--- src/sv/umbs_pkg.sv ---
`timescale 1ns / 1ps

package umbs_pkg;

   // SysEx store geometry
   localparam int SYSEX_DEPTH = 64;
   localparam int ADDR_W      = $clog2(SYSEX_DEPTH);
   localparam int FILL_W      = $clog2(SYSEX_DEPTH + 1);

   // Code index numbers (low nibble of the packet header)
   localparam logic [3:0] CIN_SYSEX_CONT  = 4'h4;
   localparam logic [3:0] CIN_SYSEX_END1  = 4'h5;
   localparam logic [3:0] CIN_SYSEX_END2  = 4'h6;
   localparam logic [3:0] CIN_SYSEX_END3  = 4'h7;
   localparam logic [3:0] CIN_NOTE_OFF    = 4'h8;
   localparam logic [3:0] CIN_NOTE_ON     = 4'h9;
   localparam logic [3:0] CIN_POLY_PRESS  = 4'hA;
   localparam logic [3:0] CIN_CTRL_CHANGE = 4'hB;
   localparam logic [3:0] CIN_PROG_CHANGE = 4'hC;
   localparam logic [3:0] CIN_CHAN_PRESS  = 4'hD;
   localparam logic [3:0] CIN_PITCH_BEND  = 4'hE;
   localparam logic [3:0] CIN_SINGLE_BYTE = 4'hF;

   localparam logic [3:0] CIN_MASK      = 4'hF;
   localparam logic [7:0] REALTIME_MASK = 8'hF8;

   // What a captured packet asks for
   localparam logic [1:0] KIND_NONE   = 2'd0;
   localparam logic [1:0] KIND_EMIT   = 2'd1;
   localparam logic [1:0] KIND_APPEND = 2'd2;
   localparam logic [1:0] KIND_FINISH = 2'd3;

   // Controller to datapath
   typedef struct packed {
      logic capture;     // latch packet, clear byte index
      logic emit;        // load packet byte into output register
      logic append;      // write packet byte to store if room
      logic play_start;  // clear playback address
      logic play_send;   // load store byte into output register
      logic fill_clear;  // empty the store
   } umbs_cmd_type;

   // Datapath to controller
   typedef struct packed {
      logic [1:0] kind;
      logic       idx_last;   // byte index at last byte of packet
      logic       fill_ge2;   // store holds a playable message
      logic       play_last;  // playback address at last stored byte
      logic       out_free;   // output register can take a byte
   } umbs_status_type;

endpackage

--- src/sv/umbs_ram.sv ---
`timescale 1ns / 1ps

module umbs_ram #(
   parameter int WIDTH = 8,
   parameter int DEPTH = 64
) (
   input  logic                     clock,
   input  logic                     wr_en,
   input  logic [$clog2(DEPTH)-1:0] wr_addr,
   input  logic [WIDTH-1:0]         wr_data,
   input  logic [$clog2(DEPTH)-1:0] rd_addr,
   output logic [WIDTH-1:0]         rd_data
);

   logic [WIDTH-1:0] mem_ff [DEPTH];
   logic [WIDTH-1:0] rd_data_ff;

   // One write port, one registered read port
   always_ff @(posedge clock) begin
      if (wr_en) begin
         mem_ff[wr_addr] <= wr_data;
      end
      rd_data_ff <= mem_ff[rd_addr];
   end

   assign rd_data = rd_data_ff;

endmodule

--- src/sv/umbs_datapath.sv ---
`timescale 1ns / 1ps

module umbs_datapath (
   input  logic                   clock,
   input  logic                   reset,
   input  umbs_pkg::umbs_cmd_type cmd,
   output umbs_pkg::umbs_status_type status,
   input  logic [7:0]             header,
   input  logic [7:0]             data_first,
   input  logic [7:0]             data_second,
   input  logic [7:0]             data_third,
   output logic                   out_valid,
   input  logic                   out_ready,
   output logic [7:0]             out_byte,
   output logic                   out_last
);

   // Captured packet
   logic [3:0] cin_ff;
   logic [7:0] d0_ff, d1_ff, d2_ff;

   // Byte index within packet, store fill, playback address
   logic [1:0]                  idx_ff, idx_in;
   logic [umbs_pkg::FILL_W-1:0] fill_ff, fill_in;
   logic [umbs_pkg::ADDR_W-1:0] play_ff, play_in;

   // Output register
   logic       valid_ff, valid_in;
   logic [7:0] byte_ff, byte_in;
   logic       last_ff, last_in;

   logic [1:0] kind;
   logic [1:0] count_m1;
   logic [7:0] cur_byte;
   logic [7:0] ram_rd_data;
   logic       store_room;
   logic       ram_wr_en;

   // Packet decode
   always_comb begin
      kind     = umbs_pkg::KIND_NONE;
      count_m1 = 2'd0;
      unique case (cin_ff)
         umbs_pkg::CIN_NOTE_OFF, umbs_pkg::CIN_NOTE_ON, umbs_pkg::CIN_POLY_PRESS,
         umbs_pkg::CIN_CTRL_CHANGE, umbs_pkg::CIN_PITCH_BEND: begin
            kind     = umbs_pkg::KIND_EMIT;
            count_m1 = 2'd2;
         end
         umbs_pkg::CIN_PROG_CHANGE, umbs_pkg::CIN_CHAN_PRESS: begin
            kind     = umbs_pkg::KIND_EMIT;
            count_m1 = 2'd1;
         end
         umbs_pkg::CIN_SINGLE_BYTE: begin
            // realtime bytes only
            if ((d0_ff & umbs_pkg::REALTIME_MASK) == umbs_pkg::REALTIME_MASK) begin
               kind = umbs_pkg::KIND_EMIT;
            end
         end
         umbs_pkg::CIN_SYSEX_CONT: begin
            kind     = umbs_pkg::KIND_APPEND;
            count_m1 = 2'd2;
         end
         umbs_pkg::CIN_SYSEX_END1: begin
            kind = umbs_pkg::KIND_FINISH;
         end
         umbs_pkg::CIN_SYSEX_END2: begin
            kind     = umbs_pkg::KIND_FINISH;
            count_m1 = 2'd1;
         end
         umbs_pkg::CIN_SYSEX_END3: begin
            kind     = umbs_pkg::KIND_FINISH;
            count_m1 = 2'd2;
         end
         default: begin
            kind = umbs_pkg::KIND_NONE;
         end
      endcase
   end

   // Current packet byte
   always_comb begin
      unique case (idx_ff)
         2'd0:    cur_byte = d0_ff;
         2'd1:    cur_byte = d1_ff;
         default: cur_byte = d2_ff;
      endcase
   end

   assign store_room = (fill_ff < umbs_pkg::FILL_W'(umbs_pkg::SYSEX_DEPTH));
   assign ram_wr_en  = cmd.append && store_room;

   // Counters
   always_comb begin
      idx_in  = idx_ff;
      fill_in = fill_ff;
      play_in = play_ff;
      if (cmd.capture) begin
         idx_in = 2'd0;
      end else if (cmd.emit || cmd.append) begin
         idx_in = idx_ff + 2'd1;
      end
      if (cmd.fill_clear) begin
         fill_in = '0;
      end else if (ram_wr_en) begin
         fill_in = fill_ff + umbs_pkg::FILL_W'(1);
      end
      if (cmd.play_start) begin
         play_in = '0;
      end else if (cmd.play_send) begin
         play_in = play_ff + umbs_pkg::ADDR_W'(1);
      end
   end

   // Output register
   always_comb begin
      valid_in = valid_ff;
      byte_in  = byte_ff;
      last_in  = last_ff;
      if (cmd.emit) begin
         valid_in = 1'b1;
         byte_in  = cur_byte;
         last_in  = status.idx_last;
      end else if (cmd.play_send) begin
         valid_in = 1'b1;
         byte_in  = ram_rd_data;
         last_in  = status.play_last;
      end else if (out_ready) begin
         valid_in = 1'b0;
      end
   end

   always_ff @(posedge clock) begin
      if (reset) begin
         valid_ff <= 1'b0;
         fill_ff  <= '0;
      end else begin
         valid_ff <= valid_in;
         fill_ff  <= fill_in;
      end
   end

   always_ff @(posedge clock) begin
      if (cmd.capture) begin
         cin_ff <= header[3:0] & umbs_pkg::CIN_MASK;
         d0_ff  <= data_first;
         d1_ff  <= data_second;
         d2_ff  <= data_third;
      end
      idx_ff  <= idx_in;
      play_ff <= play_in;
      byte_ff <= byte_in;
      last_ff <= last_in;
   end

   // SysEx store
   umbs_ram #(
      .WIDTH (8),
      .DEPTH (umbs_pkg::SYSEX_DEPTH)
   ) u_store (
      .clock   (clock),
      .wr_en   (ram_wr_en),
      .wr_addr (fill_ff[umbs_pkg::ADDR_W-1:0]),
      .wr_data (cur_byte),
      .rd_addr (play_ff),
      .rd_data (ram_rd_data)
   );

   // Status
   assign status.kind      = kind;
   assign status.idx_last  = (idx_ff == count_m1);
   assign status.fill_ge2  = (fill_ff >= umbs_pkg::FILL_W'(2));
   assign status.play_last =
      ((umbs_pkg::FILL_W'(play_ff) + umbs_pkg::FILL_W'(1)) == fill_ff);
   assign status.out_free  = !valid_ff || out_ready;

   assign out_valid = valid_ff;
   assign out_byte  = byte_ff;
   assign out_last  = last_ff;

endmodule

--- src/sv/umbs_ctrl.sv ---
`timescale 1ns / 1ps

module umbs_ctrl (
   input  logic                      clock,
   input  logic                      reset,
   input  logic                      in_valid,
   output logic                      in_ready,
   input  umbs_pkg::umbs_status_type status,
   output umbs_pkg::umbs_cmd_type    cmd
);

   localparam logic [2:0] ST_IDLE    = 3'd0;
   localparam logic [2:0] ST_DECODE  = 3'd1;
   localparam logic [2:0] ST_EMIT    = 3'd2;
   localparam logic [2:0] ST_APPEND  = 3'd3;
   localparam logic [2:0] ST_FINISH  = 3'd4;
   localparam logic [2:0] ST_PLAY_RD = 3'd5;
   localparam logic [2:0] ST_PLAY_TX = 3'd6;

   logic [2:0] state_ff, state_in;

   // Next state and commands
   always_comb begin
      state_in = state_ff;
      cmd      = '0;
      in_ready = 1'b0;
      unique case (state_ff)
         ST_IDLE: begin
            in_ready = 1'b1;
            if (in_valid) begin
               cmd.capture = 1'b1;
               state_in    = ST_DECODE;
            end
         end
         ST_DECODE: begin
            unique case (status.kind)
               umbs_pkg::KIND_EMIT:   state_in = ST_EMIT;
               umbs_pkg::KIND_APPEND,
               umbs_pkg::KIND_FINISH: state_in = ST_APPEND;
               default:               state_in = ST_IDLE;
            endcase
         end
         ST_EMIT: begin
            if (status.out_free) begin
               cmd.emit = 1'b1;
               if (status.idx_last) begin
                  state_in = ST_IDLE;
               end
            end
         end
         ST_APPEND: begin
            cmd.append = 1'b1;
            if (status.idx_last) begin
               state_in = (status.kind == umbs_pkg::KIND_FINISH) ? ST_FINISH : ST_IDLE;
            end
         end
         ST_FINISH: begin
            // two or more stored bytes: play them back; a short message: drop it
            if (status.fill_ge2) begin
               cmd.play_start = 1'b1;
               state_in       = ST_PLAY_RD;
            end else begin
               cmd.fill_clear = 1'b1;
               state_in       = ST_IDLE;
            end
         end
         ST_PLAY_RD: begin
            state_in = ST_PLAY_TX;
         end
         ST_PLAY_TX: begin
            if (status.out_free) begin
               cmd.play_send = 1'b1;
               if (status.play_last) begin
                  cmd.fill_clear = 1'b1;
                  state_in       = ST_IDLE;
               end else begin
                  state_in = ST_PLAY_RD;
               end
            end
         end
         default: begin
            state_in = ST_IDLE;
         end
      endcase
   end

   always_ff @(posedge clock) begin
      if (reset) begin
         state_ff <= ST_IDLE;
      end else begin
         state_ff <= state_in;
      end
   end

endmodule

--- src/sv/usb_midi_packet_to_byte_stream_unit.sv ---
`timescale 1ns / 1ps

// Channel | Dir | Handshake             | Payload
// req_    | in  | req_tvalid/req_tready | tdata: data_first, data_second, data_third;
//         |     |                       | tuser: header
// rsp_    | out | rsp_tvalid/rsp_tready | tdata: midi_byte; tlast: message_end
//
// One packet at a time: accept, a decode state, then the emit or append state
// for each emitted or stored byte.
// SysEx playback reads the store through its registered port, alternating a
// read state and a send state for each stored byte.
// Synchronous active-high reset empties the store and drops any pending byte.
// A stalled rsp_ side holds the sequencer; the next packet is taken while the
// final byte of the previous one waits in the output register.

module usb_midi_packet_to_byte_stream_unit (
   input  logic        clock,
   input  logic        reset,
   input  logic        req_tvalid,
   output logic        req_tready,
   input  logic [23:0] req_tdata,   // [7:0] data_first, [15:8] data_second, [23:16] data_third
   input  logic [7:0]  req_tuser,   // [7:0] header
   output logic        rsp_tvalid,
   input  logic        rsp_tready,
   output logic [7:0]  rsp_tdata,   // [7:0] midi_byte
   output logic        rsp_tlast
);

   umbs_pkg::umbs_cmd_type    cmd;
   umbs_pkg::umbs_status_type status;

   umbs_ctrl u_ctrl (
      .clock    (clock),
      .reset    (reset),
      .in_valid (req_tvalid),
      .in_ready (req_tready),
      .status   (status),
      .cmd      (cmd)
   );

   umbs_datapath u_datapath (
      .clock       (clock),
      .reset       (reset),
      .cmd         (cmd),
      .status      (status),
      .header      (req_tuser),
      .data_first  (req_tdata[7:0]),
      .data_second (req_tdata[15:8]),
      .data_third  (req_tdata[23:16]),
      .out_valid   (rsp_tvalid),
      .out_ready   (rsp_tready),
      .out_byte    (rsp_tdata),
      .out_last    (rsp_tlast)
   );

endmodule
--- config.mk ---
export PLATFORM = sky130hd
export DESIGN_NAME = usb_midi_packet_to_byte_stream_unit
export DESIGN_NICKNAME = d
export VERILOG_FILES = /design/src/sv/umbs_pkg.sv /design/src/sv/umbs_ram.sv /design/src/sv/umbs_datapath.sv /design/src/sv/umbs_ctrl.sv /design/src/sv/usb_midi_packet_to_byte_stream_unit.sv
export SDC_FILE = /design/constraint.sdc
export NUM_CORES = 1
export LEC_CHECK = 0
export CORE_ASPECT_RATIO = 0.6
export CORE_UTILIZATION = 63
export CTS_CLUSTER_DIAMETER = 50
export DETAILED_ROUTE_END_ITERATION = 6
export DONT_BUFFER_PORTS = 1
export GPL_TIMING_DRIVEN = 0
export PLACE_DENSITY = 0.81
export SYNTH_ARGS = -nofsm -noshare
export SYNTH_HDL_FRONTEND = slang
export SYNTH_SLANG_ARGS = --single-unit
--- constraint.sdc ---
create_clock -name clock -period 3.7 [get_ports clock]
set_clock_uncertainty 0.1 [all_clocks]
set_input_delay 0.74 -clock clock [delete_from_list [all_inputs] [get_ports clock]]
set_output_delay 0.74 -clock clock [all_outputs]
set_load 0.01 [all_outputs]
==> results.txt, run 1 <==
Pwr Density - 584 mW/mm2
Element type at the critical path start - flip-flop
CP endpoint kind - flip-flop
Reg2reg start - u_datapath.play_ff[0]$_SDFFE_PP0P_
Logic gate share of total power - 0.104
First-pass GRT wire length - 78400 um
Reg2Reg Depth - 9
Post-route setup TNS - 0 ps
Vias - 12.0k
Initial Utilization - 0.644
Pins Over Slew Limit - 0
Residual DRC - 0
Cells after Synth - 1138
Worst-Margin Slew - 1310 ps
Nets - 1238
1st-iter DRT viols - 1878
Finished Core Util - 0.709
Number of synthesized flops with an enable pin - 549
Final Critical Period - 3530 ps
WP data required - 4030 ps
Number of synthesized register bits - 576
Die width - 247 um
CTS Root Cell - clkbuf_16
Pin count of the biggest net entering global routing - 53
Crit path DAT - 3860 ps
Leak - 7.59 nW
Mapped cell area - 0.0226 mm2
Worst R2R Setup Slack - 170 ps
CTS buffer count - 49
Post-CTS sizing - 0
PortBufs - 0
Total grt overflow - 0
Fmax - 0.283 GHz
Sw Share - 0.242
IO Pins - 47
Commonest non-fill, non-tap cell in the layout - edfxtp_1
RSZ-0062 raised after global routing - false
GRT Total Usage - 0.306
Yosys warns - 0
Critical R2R Capture - u_datapath.u_store.rd_data[1]$_DFF_P_
Vias in the first global route - 11.7k
Min-delay src - req_tuser[3]
Post-synthesis sequential area ratio - 0.753
DR vias/cell - 7.04
Maximum vdd drop - 0.499 mV
Syn Area/Cell - 19.9 um2
Maxcap violations - 0
WHS Endpoint - u_datapath.cin_ff[3]$_DFFE_PP_
P_sw - 3.52 mW
Final WL - 54500 um
Skew-Pair Late Insertion Delay - 580 ps
Post-route ant nets - 0
WHS - 156 ps
CTS sink count - 576
Pint - 11.0 mW
Share of power burned in registers - 0.551
Longest Clk Path Bufs - 3
Crit Path Class - flip-flop to flip-flop
TritonCTS clock tree - yes
Clk pwr share - 0.345
Syn_nets - 1179
Die area - 0.0367 mm2
Worst Path Max Fanout - 10
Worst-path clk slew - 70 ps
Routability cong. - 0.935
# H-tree levels - 2
Wirelength per Cell - 32.1 um
Area overhead of the layout relative to synthesis - 10.2%
Commonest non-fill, non-tap cells in the layout - 549 x edfxtp_1, 144 x mux4_2, 99 x nor2_1
Cts hold-fix bufs - 0
Distinct cells, synth - 53
Post-DP HPWL - 34600 um
Share of layout cells above drive strength 1 - 0.230
Top_reg_cell synth - edfxtp_1
FFs w/ async S/R, synth - 0
Die Ht - 149 um
Rel. slew slack - 0.128
Antenna violations before repair - 0
Worst Hold Class - input port to flip-flop
Row Count - 53
CORE AREA - 0.0351 mm2
DR pass1 iterations - 6
Outcome - finished, final reports clean
Setup Fix Bufs, Post-CTS - 0
Final hold vios - 0
Final setup violating endpoints - 0
Tcrit/Tclk final - 0.954
Hold depth - 0
## logic make-up after synthesis
kind of cell | synth area share
AOI/OAI and AO/OA | 0.0314
buffers and inverters | 0.0147
muxes | 0.148
xor gates and xnor gates | 0.00619
and+or+nand+nor | 0.0442
adders and majority gates | 0.00277
DFF | 0.753
## worst max-delay path, stage by stage, from the launching register on
cell and delay (ps):
dfxtp_1 350, buf_4 260, buf_4 320, buf_2 380, buf_4 290, nand3_1 400
o22ai_1 660, nor3_1 210, o21ai_0 230, nand2_1 150
## cell usage after synthesis, types with 5 or more instances
master      n  area [um2]
dfxtp_1    27         541
xor2_1      7        61.3
a211oi_1    9        67.6
o21ai_0    23         115
buf_2      32         160
inv_1       8        30.0
a31oi_1    14        87.6
ha_1        5        62.6
mux2i_1     6        60.1
nand3_1    10        50.1
o22ai_1    14        87.6
nor2b_1    15        93.8
xnor2_1     9        78.8
a21oi_1     7        35.0
nor3_1     17        85.1
edfxtp_1  549       16500
nand2_1    42         158
mux4_2    144        3240
buf_1       7        26.3
nor2_1     99         372
a22oi_1    16         120
clkbuf_1   19        71.3
## power groups by stage
stage / registers [mW] / clock network (mW) / logic, mW
after floorplan: 8.20 / 0 / 0.696
after global placement: 8.29 / 0 / 1.17
after detailed placement: 8.16 / 0 / 1.48
after CTS: 8.02 / 5.03 / 1.49
after global routing: 8.03 / 5.26 / 1.59
final: 8.02 / 5.02 / 1.51
## worst max path at each step
stage	slack, ps	start	cells past startpoint	endpoint
floorplan	1050	u_datapath.idx_ff[0]$_SDFFE_PP0P_	7	u_datapath.u_store.mem_ff[0][2]$_DFFE_PP_
global placement	-380	u_datapath.idx_ff[0]$_SDFFE_PP0P_	7	u_datapath.u_store.mem_ff[8][2]$_DFFE_PP_
detailed placement	430	u_datapath.play_ff[0]$_SDFFE_PP0P_	9	u_datapath.u_store.rd_data[1]$_DFF_P_
CTS	400	u_datapath.play_ff[0]$_SDFFE_PP0P_	9	u_datapath.u_store.rd_data[2]$_DFF_P_
global route	130	u_datapath.play_ff[0]$_SDFFE_PP0P_	9	u_datapath.u_store.rd_data[1]$_DFF_P_
finish	170	u_datapath.play_ff[0]$_SDFFE_PP0P_	9	u_datapath.u_store.rd_data[1]$_DFF_P_
## state kept, by name, indices dropped and copies added (netlist names), 6 cells and up
signal / count
u_datapath.u_store.mem_ff: 512
u_datapath.d0_ff: 8
u_datapath.d1_ff: 8
u_datapath.d2_ff: 8
u_datapath.out_byte: 8
u_datapath.u_store.rd_data: 8
u_datapath.fill_ff: 7
u_datapath.play_ff: 6
## cell type report
| type | count | area (um2) |
|---|---|---|
| Clock inverter | 29 | 224 |
| Buffer | 63 | 303 |
| Clock buffer | 58 | 1300 |
| Antenna cell | 1 | 2.50 |
| Multi-Input combinational cell | 491 | 5280 |
| Fill cell | 2033 | 10200 |
| Timing Repair Buffer | 8 | 168 |
| Tap cell | 467 | 584 |
| Sequential cell | 576 | 17000 |
| Inverter | 8 | 30.0 |
## metrics by stage
stage,area [um2],std cells,setup WS [ps],power (mW)
floorplan,22600,1138,1050,8.90
global placement,23200,1605,-381,9.46
detailed placement,23400,1613,429,9.64
CTS,24900,1700,404,14.5
global route,24900,1700,128,14.9
finish,24900,1701,170,14.6
## layer usage
metal  wire, um  track usage  up-vias
met5          0            0        -
met3       8320        0.113      124
met1      21200        0.464     6107
met4       1420       0.0691        0
li1           -            -     4757
met2      23600        0.430      991
Note: power is estimated with default switching activity, not from simulation.
==> inputs of run 2 (changes only) <==
==> constraint.sdc (replaced) <==
create_clock -name clock -period 3.7 [get_ports clock]
set_clock_uncertainty 0.1 [all_clocks]
set_input_delay 0.185 -clock clock [delete_from_list [all_inputs] [get_ports clock]]
set_output_delay 0.185 -clock clock [all_outputs]
set_load 0.01 [all_outputs]
==> results.txt, run 2 (synthesis results as in run 1) <==
RSZ-0062 raised after global routing - false
Fillers - 1991
Setup Fix Bufs, Post-CTS - 0
Ant diodes - 0
Final WL - 55000 um
Pwr Density - 578 mW/mm2
Tcrit/Tclk final - 0.926
Maxcap violations - 0
P_sw - 3.53 mW
WHS - 66.5 ps
Worst Hold Class - input port to flip-flop
Final setup margin - 275 ps
Commonest non-fill, non-tap cell in the layout - edfxtp_1
Share of power burned in registers - 0.550
Max FFs per register - 512
Post-route ant nets - 0
Worst Path Max Fanout - 10
Critical Path, Cell by Cell - buf_4 -> buf_4 -> buf_2 -> buf_4 -> nand3_1 -> o22ai_1 -> nor3_1 -> o21ai_0 -> nand2_1
IO Pins - 47
Most used cell, CP - buf_4
Dpl ws - 429 ps
Logic gate share of total power - 0.106
Pin count of the biggest net entering global routing - 53
Crit Path Class - flip-flop to flip-flop
Antenna violations before repair - 0
Clk pwr share - 0.344
Min-delay src - rsp_tready
Routability cong. - 0.935
Maximum vdd drop - 0.497 mV
DP Cell Count - 1613
PortBufs - 0
CORE AREA - 0.0351 mm2
Worst-Margin Slew - 1310 ps
Longest Clk Path Bufs - 3
Vias - 12.2k
Commonest non-fill, non-tap cells in the layout - 549 x edfxtp_1, 144 x mux4_2, 99 x nor2_1
Violated checks - DRC
TritonCTS clock tree - yes
DR vias/cell - 7.02
Final hold vios - 0
Crit path DAT - 3770 ps
CTS sink count - 576
# H-tree levels - 2
CP endpoint kind - flip-flop
Skew-Pair Late Insertion Delay - 580 ps
Residual DRC - 3
Final setup violating endpoints - 0
Vias in the first global route - 11.8k
Post-route setup TNS - 0 ps
Total grt overflow - 0
Fmax - 0.292 GHz
Row Count - 53
Leak - 7.73 nW
GRT Total Usage - 0.308
CTS Root Cell - clkbuf_16
Sw Share - 0.242
WP data required - 4050 ps
Post-CTS sizing - 0
Die area - 0.0367 mm2
First-pass GRT wire length - 79100 um
Die Ht - 149 um
1st-iter DRT viols - 2004
Largest stage delay on the critical path - 660 ps
Area overhead of the layout relative to synthesis - 11.6%
Initial Utilization - 0.644
Nets - 1270
Outcome - finished, violations left
Share of layout cells above drive strength 1 - 0.225
Pins Over Slew Limit - 0
Pint - 11.1 mW
Rel. slew slack - 0.124
CP max stage cell - o22ai_1
Area of the multi-input gates - 0.00528 mm2
Cts hold-fix bufs - 32
Post-DP HPWL - 34600 um
Final Critical Period - 3430 ps
DR pass1 iterations - 7
Worst-path clk slew - 70 ps
Element type at the critical path start - flip-flop
CTS buffer count - 49
Wirelength per Cell - 31.7 um
CP startpoint - u_datapath.play_ff[0]$_SDFFE_PP0P_
Most flops, register - u_datapath.u_store.mem_ff
Reg2reg start - u_datapath.play_ff[0]$_SDFFE_PP0P_
FF+latch area - 0.0170 mm2
Die width - 247 um
Finished Core Util - 0.718
Post-route insts no fill - 1732
run 2: layout make-up:
cell class	instances	area share
clock inverters	29	0.00887
repair buffers	40	0.0193
inverters	8	0.00119
plain buffers	63	0.0120
clock buffers	58	0.0516
well taps	467	0.0231
flip-flops and latches	576	0.675
multi-input cells	491	0.209
run 2: worst paths after layout:
path	cells after the start	slack [ps]	end
worst max-delay path	9	270	u_datapath.u_store.rd_data[2]$_DFF_P_
worst min register to register	2	500	u_datapath.out_byte[6]$_DFFE_PP_
worst max register to register	9	270	u_datapath.u_store.rd_data[2]$_DFF_P_
worst min-delay path	2	70	u_datapath.out_byte[0]$_DFFE_PP_
run 2: power groups by stage:
stage / clock network (mW) / registers, mW / logic, mW
2_1_floorplan: 0 / 8.20 / 0.696
3_3_place_gp: 0 / 8.29 / 1.17
3_5_place_dp: 0 / 8.16 / 1.48
4_1_cts: 5.03 / 8.02 / 1.52
5_1_grt: 5.26 / 8.03 / 1.63
6_report: 5.02 / 8.03 / 1.54
run 2: metrics by stage:
| step | power [mW] | cell area [um2] |
|---|---|---|
| finish | 14.6 | 25200 |
| detailed placement | 9.64 | 23400 |
| floorplan | 8.90 | 22600 |
| CTS | 14.6 | 25200 |
| global placement | 9.46 | 23200 |
| global route | 14.9 | 25200 |
run 2: worst max-delay path, delay by kind of cell (launching register included):
kind	cells	cell delay, ps
buf+inv	4	1260
compound gates	2	880
flops	1	350
simple gates	3	690
run 2: routing by layer:
layer / global-route usage / share of wire / vias up
li1: - / - / 4835
met1: 0.467 / 0.38 / 6213
met2: 0.436 / 0.44 / 998
met3: 0.110 / 0.16 / 111
met4: 0.0704 / 0.024 / 0
met5: 0 / 0 / -
